<file path="src/hdl/wspm_pkg.sv">
`timescale 1ns / 1ps
// ----------------------------------------------------------------------------
// wspm_pkg
// Shared types and constants for the wildcard star pattern matcher.
// ----------------------------------------------------------------------------
package wspm_pkg;

	// Token store capacity and the width of a count that can hold it
	localparam int MAX_TOKENS = 16;
	localparam int CNT_W      = $clog2(MAX_TOKENS + 1);

	// Input beat operations
	typedef enum logic [1:0] {
		OP_CLEAR  = 2'd0,
		OP_APPEND = 2'd1,
		OP_TEXT   = 2'd2,
		OP_END    = 2'd3
	} op_t;

	// One pattern token: literal byte, any-byte flag, repeat flag
	typedef struct packed {
		logic       rep;
		logic       any;
		logic [7:0] lit;
	} token_t;

	// Broadcast control shared by every cell of the chain
	typedef struct packed {
		logic       accept;
		logic       consume;
		logic [7:0] text_byte;
		token_t     tok;
	} cell_ctrl_t;

	// One result beat
	typedef struct packed {
		logic matched;
		logic overflow;
	} result_t;

endpackage

</file>
<file path="src/hdl/wspm_cell.sv">
`timescale 1ns / 1ps
// ----------------------------------------------------------------------------
// wspm_cell
// One pattern cell: holds token k and the reach bit of the position after it.
// Computes the next closed reach bit of that position from its left neighbor.
// ----------------------------------------------------------------------------
module wspm_cell
	import wspm_pkg::*;
(
	input  logic       clk,
	input  logic       arst_n,
	input  cell_ctrl_t ctrl,
	input  logic       we,
	input  logic       live,
	input  logic       r_in,
	input  logic       c_in,
	input  logic       stay_in,
	output logic       r_out,
	output logic       c_out,
	output logic       stay_out
);

	token_t tok_q;
	token_t tok_nxt;
	logic   reach_q;
	logic   hit;
	logic   live_hit;
	logic   adv;

	// Load the token on append
	always_ff @(posedge clk) begin
		if (we) begin
			tok_q <= ctrl.tok;
		end
	end

	// Closure must see the token as it stands after this beat
	assign tok_nxt = we ? ctrl.tok : tok_q;

	// Match the text byte at this cell's position
	assign hit      = tok_q.any | (tok_q.lit == ctrl.text_byte);
	assign live_hit = ctrl.consume & r_in & live & hit;
	assign stay_out = live_hit & tok_q.rep;
	assign adv      = live_hit & ~tok_q.rep;

	// Advance, stay from the next token, or skip over a starred token
	assign c_out = adv | stay_in | (c_in & tok_nxt.rep & live);

	// Hold the reach bit of the following position
	always_ff @(posedge clk or negedge arst_n) begin
		if (!arst_n) begin
			reach_q <= 1'b0;
		end else if (ctrl.accept) begin
			reach_q <= c_out;
		end
	end

	assign r_out = reach_q;

endmodule

</file>
<file path="src/hdl/wspm_out_skid.sv">
`timescale 1ns / 1ps
// ----------------------------------------------------------------------------
// wspm_out_skid
// Two-entry result buffer: an output register backed by a skid register,
// so the input side keeps flowing while a result beat waits.
// ----------------------------------------------------------------------------
module wspm_out_skid
	import wspm_pkg::*;
(
	input  logic    clk,
	input  logic    arst_n,
	input  logic    push,
	input  result_t push_data,
	input  logic    out_stall,
	output logic    out_valid,
	output result_t out_data,
	output logic    full
);

	logic    main_vld_q;
	logic    skid_vld_q;
	result_t main_q;
	result_t skid_q;
	logic    pop;

	assign pop = main_vld_q & ~out_stall;

	// Advance the skid entry or the new beat into the output register
	always_ff @(posedge clk or negedge arst_n) begin
		if (!arst_n) begin
			main_vld_q <= 1'b0;
			skid_vld_q <= 1'b0;
		end else if (!main_vld_q || pop) begin
			main_vld_q <= skid_vld_q | push;
			skid_vld_q <= 1'b0;
		end else if (push) begin
			skid_vld_q <= 1'b1;
		end
	end

	// Payload registers
	always_ff @(posedge clk) begin
		if (!main_vld_q || pop) begin
			main_q <= skid_vld_q ? skid_q : push_data;
		end else if (push) begin
			skid_q <= push_data;
		end
	end

	assign out_valid = main_vld_q;
	assign out_data  = main_q;
	assign full      = skid_vld_q;

endmodule

</file>
<file path="src/hdl/wildcard_star_pattern_matcher.sv">
`timescale 1ns / 1ps
// ----------------------------------------------------------------------------
// wildcard_star_pattern_matcher
// Whole-string match of streamed text against a loaded '.'/'*' token pattern.
// ----------------------------------------------------------------------------
// The block takes one beat per clock: clear, append token, text byte or end
// of text. The pattern sits in a row of MAX_TOKENS cells, each holding one
// token and one reachable-position bit; every beat updates the whole
// position set in that same cycle, so back-to-back beats never stall unless
// two result beats are already waiting at the output. An end-of-text beat
// returns its result through a two-entry output buffer, then
// the text restarts with the same pattern. Clear or append also restart the
// text. Appending past MAX_TOKENS drops the token and sets a sticky overflow
// flag that forces matched low until the next clear. The clock period is set
// by the ripple of the skip-over-star chain through all MAX_TOKENS cells.
// ----------------------------------------------------------------------------
module wildcard_star_pattern_matcher
	import wspm_pkg::*;
(
	input  logic       clk,
	input  logic       arst_n,
	input  logic       in_valid,
	output logic       in_stall,
	input  logic [1:0] op,
	input  logic [7:0] token_byte,
	input  logic       token_any,
	input  logic       token_repeat,
	input  logic [7:0] text_byte,
	output logic       out_valid,
	input  logic       out_stall,
	output logic       matched,
	output logic       pattern_overflow
);

	op_t              op_c;
	logic             accept;
	logic             is_append;
	logic             is_full;
	logic [CNT_W-1:0] count_q;
	logic [CNT_W-1:0] count_nxt;
	logic             ovf_q;
	logic             ovf_nxt;
	logic             pos0_q;
	cell_ctrl_t       ctrl;
	logic [MAX_TOKENS:0]   r;
	logic [MAX_TOKENS:0]   c;
	logic [MAX_TOKENS:0]   stay;
	logic [MAX_TOKENS-1:0] live;
	logic [MAX_TOKENS-1:0] we;
	result_t          res;
	result_t          out_data;
	logic             push;
	logic             buf_full;

	assign op_c      = op_t'(op);
	assign accept    = in_valid & ~in_stall;
	assign is_append = (op_c == OP_APPEND);
	assign is_full   = (count_q == CNT_W'(MAX_TOKENS));

	// Next pattern length and overflow flag
	always_comb begin
		count_nxt = count_q;
		ovf_nxt   = ovf_q;
		case (op_c)
			OP_CLEAR: begin
				count_nxt = '0;
				ovf_nxt   = 1'b0;
			end
			OP_APPEND: begin
				if (is_full) begin
					ovf_nxt = 1'b1;
				end else begin
					count_nxt = count_q + CNT_W'(1);
				end
			end
			default: begin
			end
		endcase
	end

	always_ff @(posedge clk or negedge arst_n) begin
		if (!arst_n) begin
			count_q <= '0;
			ovf_q   <= 1'b0;
		end else if (accept) begin
			count_q <= count_nxt;
			ovf_q   <= ovf_nxt;
		end
	end

	// Broadcast the beat to the cells
	assign ctrl.accept    = accept;
	assign ctrl.consume   = (op_c == OP_TEXT);
	assign ctrl.text_byte = text_byte;
	assign ctrl.tok       = '{rep: token_repeat, any: token_any, lit: token_byte};

	// Position zero: seeded on restart, kept by a starred first token
	assign c[0] = ~ctrl.consume | stay[0];
	assign r[0] = pos0_q;
	assign stay[MAX_TOKENS] = 1'b0;

	always_ff @(posedge clk or negedge arst_n) begin
		if (!arst_n) begin
			pos0_q <= 1'b1;
		end else if (accept) begin
			pos0_q <= c[0];
		end
	end

	// Row of pattern cells
	for (genvar k = 0; k < MAX_TOKENS; k++) begin : g_cell
		assign live[k] = (CNT_W'(k) < count_nxt);
		assign we[k]   = accept & is_append & (count_q == CNT_W'(k));

		wspm_cell u_cell (
			.clk      (clk),
			.arst_n   (arst_n),
			.ctrl     (ctrl),
			.we       (we[k]),
			.live     (live[k]),
			.r_in     (r[k]),
			.c_in     (c[k]),
			.stay_in  (stay[k+1]),
			.r_out    (r[k+1]),
			.c_out    (c[k+1]),
			.stay_out (stay[k])
		);
	end

	// Result on end of text
	assign res.matched  = r[count_q] & ~ovf_q;
	assign res.overflow = ovf_q;
	assign push         = accept & (op_c == OP_END);

	wspm_out_skid u_out (
		.clk       (clk),
		.arst_n    (arst_n),
		.push      (push),
		.push_data (res),
		.out_stall (out_stall),
		.out_valid (out_valid),
		.out_data  (out_data),
		.full      (buf_full)
	);

	assign in_stall         = buf_full;
	assign matched          = out_data.matched;
	assign pattern_overflow = out_data.overflow;

	// Overflow only once the store is full
	a_ovf_full: assert property (@(posedge clk) disable iff (!arst_n)
		ovf_q |-> is_full)
		else $error("overflow flag set with room in the token store");

	// Clear restarts with an empty pattern at position zero
	a_clear: assert property (@(posedge clk) disable iff (!arst_n)
		(accept && op_c == OP_CLEAR) |=> (count_q == '0 && pos0_q && !ovf_q))
		else $error("clear did not reset the pattern state");

	// A skid entry never exists without an output beat ahead of it
	a_skid: assert property (@(posedge clk) disable iff (!arst_n)
		buf_full |-> out_valid)
		else $error("skid entry held while output register empty");

	// An overflowed pattern never reports a match
	a_no_match: assert property (@(posedge clk) disable iff (!arst_n)
		out_valid |-> !(matched && pattern_overflow))
		else $error("match reported with pattern overflow");

	// Positions past the pattern end stay unreachable
	a_tail: assert property (@(posedge clk) disable iff (!arst_n)
		is_full || !r[MAX_TOKENS])
		else $error("final position reached past pattern length");

endmodule

</file>
<file path="config.mk">
export PLATFORM = sky130hd
export DESIGN_NAME = wildcard_star_pattern_matcher
export DESIGN_NICKNAME = d
export VERILOG_FILES = /design/src/hdl/wspm_pkg.sv /design/src/hdl/wspm_cell.sv /design/src/hdl/wspm_out_skid.sv /design/src/hdl/wildcard_star_pattern_matcher.sv
export SDC_FILE = /design/constraint.sdc
export NUM_CORES = 1
export LEC_CHECK = 0
export ABC_AREA = 1
export ABC_CLOCK_PERIOD_IN_PS = 5900
export BUFFER_PORTS_ARGS = -buffer_cell sky130_fd_sc_hd__buf_2
export CAP_MARGIN = 20
export CORE_MARGIN = 2
export CORE_UTILIZATION = 60
export CTS_CLUSTER_DIAMETER = 40
export CTS_CLUSTER_SIZE = 16
export DETAILED_ROUTE_END_ITERATION = 6
export PLACE_DENSITY_LB_ADDON = 0.1
export SLEW_MARGIN = 20
export SYNTH_ARGS = -nofsm -noshare
export SYNTH_HDL_FRONTEND = slang
export SYNTH_SLANG_ARGS = --single-unit
</file>
<file path="constraint.sdc">
create_clock -name clk -period 5.9 [get_ports clk]
set_input_delay 1.77 -clock clk [delete_from_list [all_inputs] [get_ports clk]]
set_output_delay 1.77 -clock clk [all_outputs]
set_load 0.02 [all_outputs]
</file>
Yosys cells after proc, flatten, opt, wreduce, memory -nomap -nowiden --
Cells that the tools add are included.
Word-level totals: latch bits 0, bits in writable memories 0, memory bits (read-only) 0, input bits 24, memories 0, register bits 189, logic and storage cells 363, output and inout bits 4
Operators by class: eq/ne operators 36, multiplexer cells 25, $lt $le $gt $ge 17, add/sub/neg operators 1, div/mod/pow operators 0, bitwise logic cells 203, reductions and logical operators 8, $mul 0, shift-type cells 0
Operators by type and width (number):
- 10-bit 2-to-1 mux | 16
- 1-bit AND | 133
- 8-bit == test | 16
- 1-bit OR | 49
- 5-bit by 4-bit == test with 1-bit output, second input constant | 8
- 4-bit by 5-bit < comparator with 1-bit output, first input constant | 8
- 1-bit NOT | 21
- 5-bit by 3-bit == test with 1-bit output, second input constant | 4
- 3-bit by 5-bit < comparator with 1-bit output, first input constant | 4
- 5-bit by 2-bit == test with 1-bit output, second input constant | 2
- 1-bit by 5-bit < comparator with 1-bit output, first input constant | 2
- 2-bit by 5-bit < comparator with 1-bit output, first input constant | 2
- 5-bit one-hot mux with 2 select lines | 1
- 5-bit by 6-bit < comparator with 1-bit output, second input constant | 1
- 5-bit by 1-bit adder with 5-bit output, second input constant | 1
- 1-bit binary-select mux with 5-bit select | 1
- 5-bit by 1-bit == test with 1-bit output, second input constant | 1
- 5-bit == test, second input constant | 1
- 5-bit logical NOT | 1
- 5-bit 2-to-1 mux | 1
- 2-bit == test, second input constant | 2
- 1-bit 2-to-1 mux | 4
- 2-bit nonzero test | 2
- 3-bit AND reduction | 1
- 8 further kinds | 8

Longest topological paths before layout --
depth after elaboration 56, mapped depth 44, mapped depth without buffers 43

Modules after synthesis --
A second synthesis with hierarchy kept.
Unflattened totals: cells, all modules 1122, area total of the unflattened synthesis 9884.5 um^2
Modules (own cells, without submodules):
- wspm_cell | area an instance 531.8 um^2, instances 16, seq. area each 315.3 um^2, cells an instance 57
- wildcard_star_pattern_matcher | area an instance 1157.4 um^2, instances 1, seq. area each 176.4 um^2, cells an instance 191
- wspm_out_skid | area an instance 219.0 um^2, instances 1, seq. area each 170.2 um^2, cells an instance 19

Worst setup path after synthesis --
No wires, ideal clock.
path kind input -> register, start point in op[1], end point reg g_cell[14].u_cell.reach_q, data required time 5.784 ns, stages on the path 36, data arrival time 4.377 ns, setup time 0.116 ns, path slack 1.406 ns, cell sequence inv_4 -> nand2_4 -> nor3_4 -> nand2_1 -> nor2_1 -> o21ai_0 -> nand2_1 -> inv_1 -> nand2_1 -> nand2_1 -> nand2_1 -> nand2_1 -> nand2_1 -> nand2_1 -> nand2_1 -> nand2_2 -> nand2_2 -> nand2_1 -> nand2_1 -> nand2_1 -> nand2_1 -> nand2_1 -> nand2_1 -> nand2_2 -> nand2_2 -> nand2_1 -> nand2_1 -> nand2_1 -> nand2_1 -> nand2_1 -> nand2_1 -> nand2_1 -> nand2_1 -> nand2_1 -> nand2_1 -> nand2_1
RTL lines:
- start, declared | RTL line wildcard_star_pattern_matcher.sv:24 | input logic [1:0] op,
- end signal, assigned | RTL line wspm_cell.sv:54 | reach_q <= c_out;
- end, declared | RTL line wspm_cell.sv:25 | logic reach_q;

Final worst setup path --
start point in text_byte[4], end point reg g_cell[14].u_cell.reach_q
Between the ends: word-level cells in the longest chain between the ends 50
Ends and longest elaborated chain:
- start, declared | RTL line wildcard_star_pattern_matcher.sv:28 | input logic [7:0] text_byte,
- 8-bit == test | RTL line wspm_cell.sv:41 | assign hit = tok_q.any | (tok_q.lit == ctrl.text_byte);
- 1-bit OR | RTL line wspm_cell.sv:41
- 1-bit AND | RTL line wspm_cell.sv:42 | assign live_hit = ctrl.consume & r_in & live & hit;
- 1-bit AND | RTL line wspm_cell.sv:43 | assign stay_out = live_hit & tok_q.rep;
- 1-bit OR | RTL line wildcard_star_pattern_matcher.sv:98 | assign c[0] = ~ctrl.consume | stay[0];
- 1-bit AND (2 in a row) | RTL line wspm_cell.sv:47 | assign c_out = adv | stay_in | (c_in & tok_nxt.rep & live);
- 1-bit OR | RTL line wspm_cell.sv:47
- 1-bit AND (2 in a row) | RTL line wspm_cell.sv:47
- [28 not listed]
- 1-bit AND (2 in a row) | RTL line wspm_cell.sv:47
- 1-bit OR | RTL line wspm_cell.sv:47
- 1-bit AND (2 in a row) | RTL line wspm_cell.sv:47
- 1-bit OR | RTL line wspm_cell.sv:47
- 1-bit AND (2 in a row) | RTL line wspm_cell.sv:47
- 1-bit OR | RTL line wspm_cell.sv:47
- 1-bit AND (2 in a row) | RTL line wspm_cell.sv:47
- 1-bit OR (*) | RTL line wspm_cell.sv:47
Every way passes the cells marked *; elsewhere a longest branch is shown, timed or not. A chain may end at the register's enable or synchronous reset.

==> report_table.html <==
<table>
<tr><th>Metric</th><th>Value</th></tr>
<tr><th colspan="2">Outcome</th></tr>
<tr><td>Result of the run</td><td>complete, no violations</td></tr>
<tr><th colspan="2">CTS</th></tr>
<tr><td>Clock Sink Count</td><td>189</td></tr>
<tr><td>CTS root buffer</td><td>clkbuf_16</td></tr>
<tr><td>Num CTS Buffers</td><td>17</td></tr>
<tr><td>Clock slew at reported path FFs</td><td>60 ps</td></tr>
<tr><td>Clock latency on the worst-skew pair</td><td>430 ps</td></tr>
<tr><td>Clock tree from TritonCTS</td><td>yes</td></tr>
<tr><td>Number of buffers between clock root and the deepest sink</td><td>2</td></tr>
<tr><td>H-tree Lvls</td><td>4</td></tr>
<tr><td>CTS Hold Bufs</td><td>0</td></tr>
<tr><td>Post-CTS setup repair buffer count</td><td>0</td></tr>
<tr><td>Post-CTS sizing</td><td>0</td></tr>
<tr><th colspan="2">Floorplan</th></tr>
<tr><td>Core outline area</td><td>14500 µm²</td></tr>
<tr><td>Io pins</td><td>28</td></tr>
<tr><td>Overall die height</td><td>126 µm</td></tr>
<tr><td>Total number of placement rows</td><td>44</td></tr>
<tr><td>Starting Density</td><td>61.2%</td></tr>
<tr><td>Width of the chip</td><td>126 µm</td></tr>
<tr><td>Die Footprint</td><td>15800 µm²</td></tr>
<tr><th colspan="2">Power</th></tr>
<tr><td>Internal power</td><td>2280 µW</td></tr>
<tr><td>Max rail drop VDD</td><td>0.000201 V</td></tr>
<tr><td>Share of power burned in registers</td><td>50.5%</td></tr>
<tr><td>Comb pwr share</td><td>12.7%</td></tr>
<tr><td>Net switching share of the total power</td><td>25.8%</td></tr>
<tr><td>Power share of the clock group</td><td>36.8%</td></tr>
<tr><td>Static power due to leakage</td><td>0.00368 µW</td></tr>
<tr><td>Power spent charging and discharging nets</td><td>792 µW</td></tr>
<tr><td>Pwr Density</td><td>313 nW/µm²</td></tr>
<tr><th colspan="2">Synth</th></tr>
<tr><td>Portion of netlist area occupied by mux cells</td><td>0%</td></tr>
<tr><td>Flip-flop and latch count after synthesis</td><td>189</td></tr>
<tr><td>Sequential area share after synthesis</td><td>60.8%</td></tr>
<tr><td>Fraction of registers with async set or reset after synthesis</td><td>13.2%</td></tr>
<tr><td>Unique masters post-synth</td><td>48</td></tr>
<tr><td>Nets in the synthesized netlist</td><td>845</td></tr>
<tr><td>Largest family of logic cells by synthesized area</td><td>simple AND/OR/NAND/NOR gates</td></tr>
<tr><td>Area fraction of the dominant cell type after synthesis</td><td>50.1%</td></tr>
<tr><td>Instance count of the mapped netlist</td><td>816</td></tr>
<tr><td>Average footprint of a synthesized cell</td><td>10.9 µm²</td></tr>
<tr><td>Top cell type by total area after synthesis</td><td>edfxtp_1</td></tr>
<tr><td>Mapped cell area</td><td>8860 µm²</td></tr>
<tr><td>Arithmetic-cell share of the synthesized area counting full adders, half adders and majority gates</td><td>0.706%</td></tr>
<tr><td>Post-synthesis simple-gate area fraction</td><td>15.8%</td></tr>
<tr><td>Leading cell types by total area after synthesis</td><td>edfxtp_1 (50%), dfrtp_1 (6.8%), nand2_1 (6.0%)</td></tr>
<tr><td>Synthesized-area fraction occupied by ao, oa, aoi and oai cells</td><td>7.04%</td></tr>
<tr><td>Post-synth top flop</td><td>edfxtp_1</td></tr>
<tr><td>Warning count from the yosys run</td><td>0</td></tr>
<tr><td>Xor-xnor portion of the synthesized cell area</td><td>10.4%</td></tr>
<tr><td>Post-synth EDFFs</td><td>148</td></tr>
<tr><th colspan="2">Worst setup path</th></tr>
<tr><td>Crit start category</td><td>input pin</td></tr>
<tr><td>Buf/Inv on CP</td><td>3</td></tr>
<tr><td>Worst-path maximum fanout</td><td>12</td></tr>
<tr><td>Data required, critical path</td><td>6270 ps</td></tr>
<tr><td>Worst flop-to-flop path startpoint</td><td>count_q[0]</td></tr>
<tr><td>Dominant cell type by count on the critical path</td><td>nand2_1</td></tr>
<tr><td>Element type at the critical path end</td><td>flip-flop</td></tr>
<tr><td>Longest individual stage delay on the worst path</td><td>390 ps</td></tr>
<tr><td>Gate family responsible for the most delay along the worst path</td><td>simple AND/OR/NAND/NOR gates</td></tr>
<tr><td>Crit path DAT</td><td>5110 ps</td></tr>
<tr><td>Startpoint of the worst setup timing path</td><td>text_byte[4]</td></tr>
<tr><td>Worst setup path class</td><td>input pin to flip-flop</td></tr>
<tr><td>Cell with the largest stage delay on the worst path</td><td>buf_2</td></tr>
<tr><th colspan="2">Global route</th></tr>
<tr><td>Total routing usage reported by global routing</td><td>27.3%</td></tr>
<tr><td>Number of antenna violations at the first check in global routing</td><td>0</td></tr>
<tr><td>Global-route wire length before repair</td><td>32400 µm</td></tr>
<tr><td>Pin count of the biggest net entering global routing</td><td>34</td></tr>
<tr><td>Overflow left after global routing</td><td>0</td></tr>
<tr><td>Number of global-route vias before repair</td><td>5988</td></tr>
<tr><th colspan="2">Min path</th></tr>
<tr><td>Worst min-delay path class</td><td>flip-flop to flip-flop</td></tr>
<tr><td>Hold Path Origin</td><td>g_cell[5].u_cell.tok_q[9]</td></tr>
<tr><th colspan="2">Drt</th></tr>
<tr><td>Detail Route Antenna Nets</td><td>0</td></tr>
<tr><td>Detailed Routing Iterations Pass 1</td><td>5</td></tr>
<tr><td>Average wire per standard cell</td><td>19.4 µm</td></tr>
<tr><td>Via count</td><td>5922</td></tr>
<tr><td>Total Routed Length</td><td>20400 µm</td></tr>
<tr><td>Number of vias per cell after detailed routing</td><td>5.63</td></tr>
<tr><td># DRC</td><td>0</td></tr>
<tr><td>Violation count after the first detailed-route iteration</td><td>493</td></tr>
<tr><th colspan="2">Timing</th></tr>
<tr><td>Final setup vio count</td><td>0</td></tr>
<tr><td>Fmax achieved</td><td>211 MHz</td></tr>
<tr><td>Transition time at the pin with the least slew margin</td><td>1090 ps</td></tr>
<tr><td>Rel. slew slack</td><td>26.9%</td></tr>
<tr><td>Final cycle utilization of the critical path</td><td>80.4%</td></tr>
<tr><td>Clock Skews</td><td>6.26 ps</td></tr>
<tr><td>Count of final max-slew check failures</td><td>0</td></tr>
<tr><td>Fin. Hold Viols</td><td>0</td></tr>
<tr><td>Total negative setup slack</td><td>0 ps</td></tr>
<tr><td>Clock period minus final worst setup slack</td><td>4740 ps</td></tr>
<tr><td>Unrepaired setup endpoints after global routing</td><td>false</td></tr>
<tr><th colspan="2">Final layout</th></tr>
<tr><td>Area added between synthesis and finish</td><td>10.9%</td></tr>
<tr><td># diodes</td><td>0</td></tr>
<tr><td>Nets</td><td>883</td></tr>
<tr><td>Fin area</td><td>9830 µm²</td></tr>
<tr><td>Share of cells above drive strength 1</td><td>14.5%</td></tr>
<tr><td>Final-layout fill cell count</td><td>1095</td></tr>
<tr><th colspan="2">Placement</th></tr>
<tr><td>GPL Wtd Cong</td><td>0.957</td></tr>
<tr><td>Half-perimeter wire length after detailed placement</td><td>13800 µm</td></tr>
<tr><td>Post-DP Area</td><td>9230 µm²</td></tr>
<tr><td>Count of input and output buffers</td><td>27</td></tr>
<tr><th colspan="2">Job</th></tr>
<tr><td>Number of max-cap violations</td><td>0</td></tr>
</table>
## sequential cells by signal (all words and copies together), names as in the netlist
| register | flops |
|---|---|
| pos0_q | 1 |
| g_cell.u_cell.r_out | 16 |
| g_cell.u_cell.tok_q | 160 |
| u_out.out_valid | 1 |
| u_out.full | 1 |
| count_q | 5 |
| u_out.out_data | 2 |
| u_out.skid_q | 2 |
| ovf_q | 1 |
## layout make-up
cell class	count	area (µm²)	area share, %
flip-flops and latches	189	5390	54.8
clock inverters	8	78.8	0.802
inverters	92	348	3.54
repair buffers	44	263	2.67
well taps	184	230	2.34
clock buffers	24	513	5.22
multi-input cells	510	3010	30.6
## through the flow
stage,std cells,util [%],hold slack [ps],setup slack [ps],power [µW]
floorplan,816,-,462,1410,1840
CTS,1050,67.9,516,1220,3080
global placement,1018,63.8,496,880,1950
global route,1051,67.9,536,735,3190
detailed placement,1018,63.8,499,778,1970
finish,1051,67.9,514,1160,3070
## cell usage after synthesis (3+ instances only)
cell type,count
edfxtp_1,148
nand2_1,141
inv_1,82
xnor2_1,60
nor2_1,53
xor2_1,45
o21ai_0,34
dfrtp_1,24
a21oi_1,23
nand3_1,19
or2_2,18
buf_2,16
dfxtp_1,16
nand4_1,16
nor3_1,15
nand2_2,11
nor4_1,11
o21a_1,11
a31oi_1,8
o22ai_1,8
inv_2,7
clkbuf_1,6
ha_1,5
a41oi_1,3
nor2_4,3
o2111ai_1,3
## cell usage in the layout (no fill, tap or decap), types with 15 or more instances in the layout
master     synthesis  routed
a21oi_1           23      23
inv_1             82      82
or2_2             18      18
nand4_1           16      16
buf_2             16      27
nand2_1          141     141
o21ai_0           34      34
xnor2_1           60      60
xor2_1            45      45
nand3_1           19      19
nor3_1            15      15
nor2_1            53      53
buf_4              0      17
dfrtp_1           24      24
dfxtp_1           16      16
clkbuf_16          0      18
edfxtp_1         148     148
## power groups by stage
stage               clock network (µW)  registers [µW]  logic, µW
floorplan                            0            1570        274
global placement                     0            1580        376
detailed placement                   0            1580        386
CTS                               1140            1550        389
global route                      1200            1560        434
finish                            1130            1550        390
## worst register-to-register path: cells and delay by family (launching register included)
family                     cells  cell delay [ps]
and+or+nand+nor               37             2630
AOI/OAI and AO/OA              1              140
adders and majority gates      1              390
DFF                            1              680
buffers and inverters          4              710
## cell families after synthesis
logic type               after synthesis
XOR/XNOR                             105
AND/OR/NAND/NOR                      297
flip-flops                           189
buffers and inverters                117
AO/OA/AOI/OAI                        103
adder cells (fa/ha/maj)                5
## routing by layer
layer / up-vias / GRT usage [%] / part of all wire, %
met2: 192 / 44.5 / 49
met1: 2842 / 36.2 / 42
met4: 0 / 12.0 / 3.2
met5: - / 0 / 0
li1: 2839 / - / -
met3: 49 / 4.71 / 5.8
## worst paths after layout
| kind | endpoint | slack [ps] | cells past startpoint |
|---|---|---|---|
| max reg2reg | g_cell[14].u_cell.r_out | 1290 | 43 |
| min | g_cell[5].u_cell.tok_q[9] | 510 | 1 |
| min in group asynchronous | u_out.out_valid | 1350 | 1 |
| max | g_cell[14].u_cell.r_out | 1160 | 30 |
| max in group asynchronous | g_cell[1].u_cell.r_out | 4150 | 1 |
| min reg2reg | g_cell[5].u_cell.tok_q[9] | 510 | 1 |
Note: power is estimated with default switching activity, not from simulation.
